**src/rtl/core/media_sample_queue_keyframe_seek_core_macros.svh**
```systemverilog
// Assertion helpers for the sample queue core
`ifndef MEDIA_SAMPLE_QUEUE_KEYFRAME_SEEK_CORE_MACROS_SVH
`define MEDIA_SAMPLE_QUEUE_KEYFRAME_SEEK_CORE_MACROS_SVH
// implication checked every clock, off in reset
`define MSQ_ASSERT_IMP(label, clk, rst_n, a, b, msg) \
	label: assert property (@(posedge clk) disable iff (!rst_n) (a) |-> (b)) else $error(msg);
// next-cycle implication
`define MSQ_ASSERT_NXT(label, clk, rst_n, a, b, msg) \
	label: assert property (@(posedge clk) disable iff (!rst_n) (a) |=> (b)) else $error(msg);
`endif

```
**src/rtl/core/msqks_ram.sv**
```systemverilog
// ----------------------------------------------------------------------------
// msqks_ram
// Single-port-write, single-port-read RAM with registered read data.
// ----------------------------------------------------------------------------
`default_nettype none
module msqks_ram #(
	parameter int WIDTH = 8,
	parameter int DEPTH = 16
) (
	input  wire logic                     clk,
	input  wire logic                     we,
	input  wire logic [$clog2(DEPTH)-1:0] waddr,
	input  wire logic [WIDTH-1:0]         wdata,
	input  wire logic [$clog2(DEPTH)-1:0] raddr,
	output logic      [WIDTH-1:0]         rdata
);
	logic [WIDTH-1:0] mem [DEPTH];

	always_ff @(posedge clk) begin
		if (we) mem[waddr] <= wdata;
		rdata <= mem[raddr];
	end
endmodule
`default_nettype wire

```
**config.mk**
```make
export PLATFORM = sky130hd
export DESIGN_NAME = msqks_ram
export DESIGN_NICKNAME = d
export VERILOG_FILES = /design/src/rtl/core/media_sample_queue_keyframe_seek_core_macros.svh /design/src/rtl/core/msqks_ram.sv
export SDC_FILE = /design/constraint.sdc
export NUM_CORES = 1
export LEC_CHECK = 0
export BUFFER_PORTS_ARGS = -buffer_cell sky130_fd_sc_hd__buf_2
export CAP_MARGIN = 0
export CORE_UTILIZATION = 27
export DETAILED_ROUTE_END_ITERATION = 6
export HOLD_SLACK_MARGIN = 0.15
export PLACE_DENSITY = 0.45
export SYNTH_ARGS = -nofsm -noshare
export SYNTH_HDL_FRONTEND = slang
export SYNTH_SLANG_ARGS = --single-unit
```
**constraint.sdc**
```tcl
create_clock -name clk -period 2.3 [get_ports clk]
set_input_delay 0.46 -clock clk [delete_from_list [all_inputs] [get_ports clk]]
set_output_delay 0.46 -clock clk [all_outputs]
set_load 0.02 [all_outputs]
```
==> reports/results.ini <==
[layout]
fillerInstances=1752
nNetsFinal=302
area_delta_synth_final_pct=19.3
antenna_cells=0
layout_common_cells=edfxtp_1, buf_2, buf_4
final_common_cell=edfxtp_1
drive_above_1_share_pct=29.6

[synth]
synth_cell_types=19
synth_area_um2=5150
ys_ff_latch=136
synth_seq_area_share_pct=77.8
avgSynthCellArea_um2=22.5
yosys_warnings=0
synthCells=229
synth_nets=247

[power_and_ir_drop]
ir_worst_vdd_uv=471
p_per_area_nw_per_um2=866
power_mw=5.31
p_leak_nw=2.05

[floorplanning]
die_w_um=140
dieArea_um2=19600
initial_core_util_pct=27.5
fp.dieH_um=140
core_um2=18700
num_io_pins=26
num_rows=50

[cts]
htreeDepth=4
post_cts_buffers=0
clockBufferDepth=2
cts_buffers=17
cts_resized=0
clk_pin_slew_ps=60
cts_hold_buf=0
worstSkewPairLatency_ps=410
cts.sinks=136
cts_root_buffer=clkbuf_16
cts_tree=done

[timing]
finalCriticalPeriod_ps=1530
slew_viol_final=0
maxSlewHeadroom_pct=68.2
finalSetupViolCount=0
grt_setup_unrepaired=no
finClkSkew_ps=4.65
tightest_slew_ps=477
fmax_mhz=654
hold_viol=0
fin_setup_tns_ps=0
fin_crit_sh_pct=66.5

[route]
drt_iter0_drc=203
vias_per_cell=4.51
num_vias=2379
wl_per_cell_um=20.6
drt_pass1_iterations=4
totalWireLength_mm=10.9
drc=0
ant_nets=0

[global_route]
antenna_found_initial=1
grt-ovfl-total=0
globalRouteTotalUtil_pct=12.3
grt_pass1_vias=2565
grt_max_degree=33
grt_pass1_wl_mm=16.7

[placed_design]
dp_hpwl_mm=6.88
routabilityCongestion=0.660
io_buffer_count=25

[setup_path]
critPathSlowestCell=mux4_1
cp.buffers_inverters=2
required_ps=2590
cp-end-kind=register
crit_chain=buf_2 > buf_4 > mux4_1 > a22oi_1 > nand2_1
arrival_ps=1820
cp_top_family=multiplexers
crit_fanout=12
max_stage_delay_ps=580
critical_path_class=in -> reg
cp-start-kind=input port

[job]
maxCapViolations=0

[outcome]
status=finished, final reports clean

[hold_path]
hp-class=in -> reg

routing by layer:
layer  wire (µm)  track usage (%)  vias to the layer above
met5          13                0                        -
met4         221             6.59                        2
met3         349             3.42                       20
met2        5120             18.5                       40
met1        5180             16.2                     1234
li1            -                -                     1083
cell families after synthesis:
| logic type | after synthesis | synth area share [%] |
|---|---|---|
| AOI/OAI and AO/OA | 16 | 2.33 |
| buffers and inverters | 10 | 1.68 |
| DFF | 136 | 77.8 |
| muxes | 32 | 15.0 |
| and+or+nand+nor | 35 | 3.18 |
registers in the layout, indices dropped and copies added (netlist names):
register  flops
mem         128
rdata         8
cells in the mapped netlist (all sizes together):
library cell	number	area share [%]
mux4	32	15
and2	1	0.12
and2b	1	0.15
nand2b	2	0.24
clkdlybuf4s25	3	0.58
a22oi	16	2.3
nor2b	1	0.12
dfxtp	8	3.1
nand2	9	0.66
nor2	13	0.95
buf	7	1.1
nand3	1	0.097
edfxtp	128	75
nor3	4	0.39
or3b	1	0.17
nand3b	2	0.29
metrics by stage:
stage | utilization, % | worst slack [ps] | hold WS (ps) | area (µm²) | instances
6_report | 32.8 | 772 | 439 | 6140 | 528
2_1_floorplan | - | 347 | 559 | 5150 | 229
3_5_place_dp | 30.3 | 290 | 660 | 5660 | 499
5_1_grt | 32.8 | 683 | 438 | 6140 | 528
3_3_place_gp | 30.3 | 312 | 653 | 5660 | 499
4_1_cts | 32.8 | 730 | 428 | 6140 | 528
final cells by class:
type	count	area, µm²	share of cell area [%]
sequential	136	4000	65.2
multi-input combinational	83	1060	17.2
clock buffer	22	444	7.24
timing repair buffer	46	308	5.01
tap	234	293	4.77
clock inverter	7	32.5	0.530
power by group:
group	switching [mW]	internal [mW]	leakage (nW)
combinational	0.165	0.114	0.590
clock	0.906	1.34	0.238
sequential	0.0195	2.77	1.22
total	1.09	4.22	2.05
path summary, 6_finish.rpt:
path / start / end / slack, ps / cells after the start
setup reg to reg: mem[1][0]$_DFFE_PP_ / rdata[0]$_DFF_P_ / 920 / 3
hold / removal: wdata[5] / mem[1][5]$_DFFE_PP_ / 440 / 1
setup / recovery: raddr[0] / rdata[0]$_DFF_P_ / 770 / 5
hold reg to reg: mem[12][0]$_DFFE_PP_ / rdata[0]$_DFF_P_ / 670 / 3
Power figures use the tool's default switching activity.
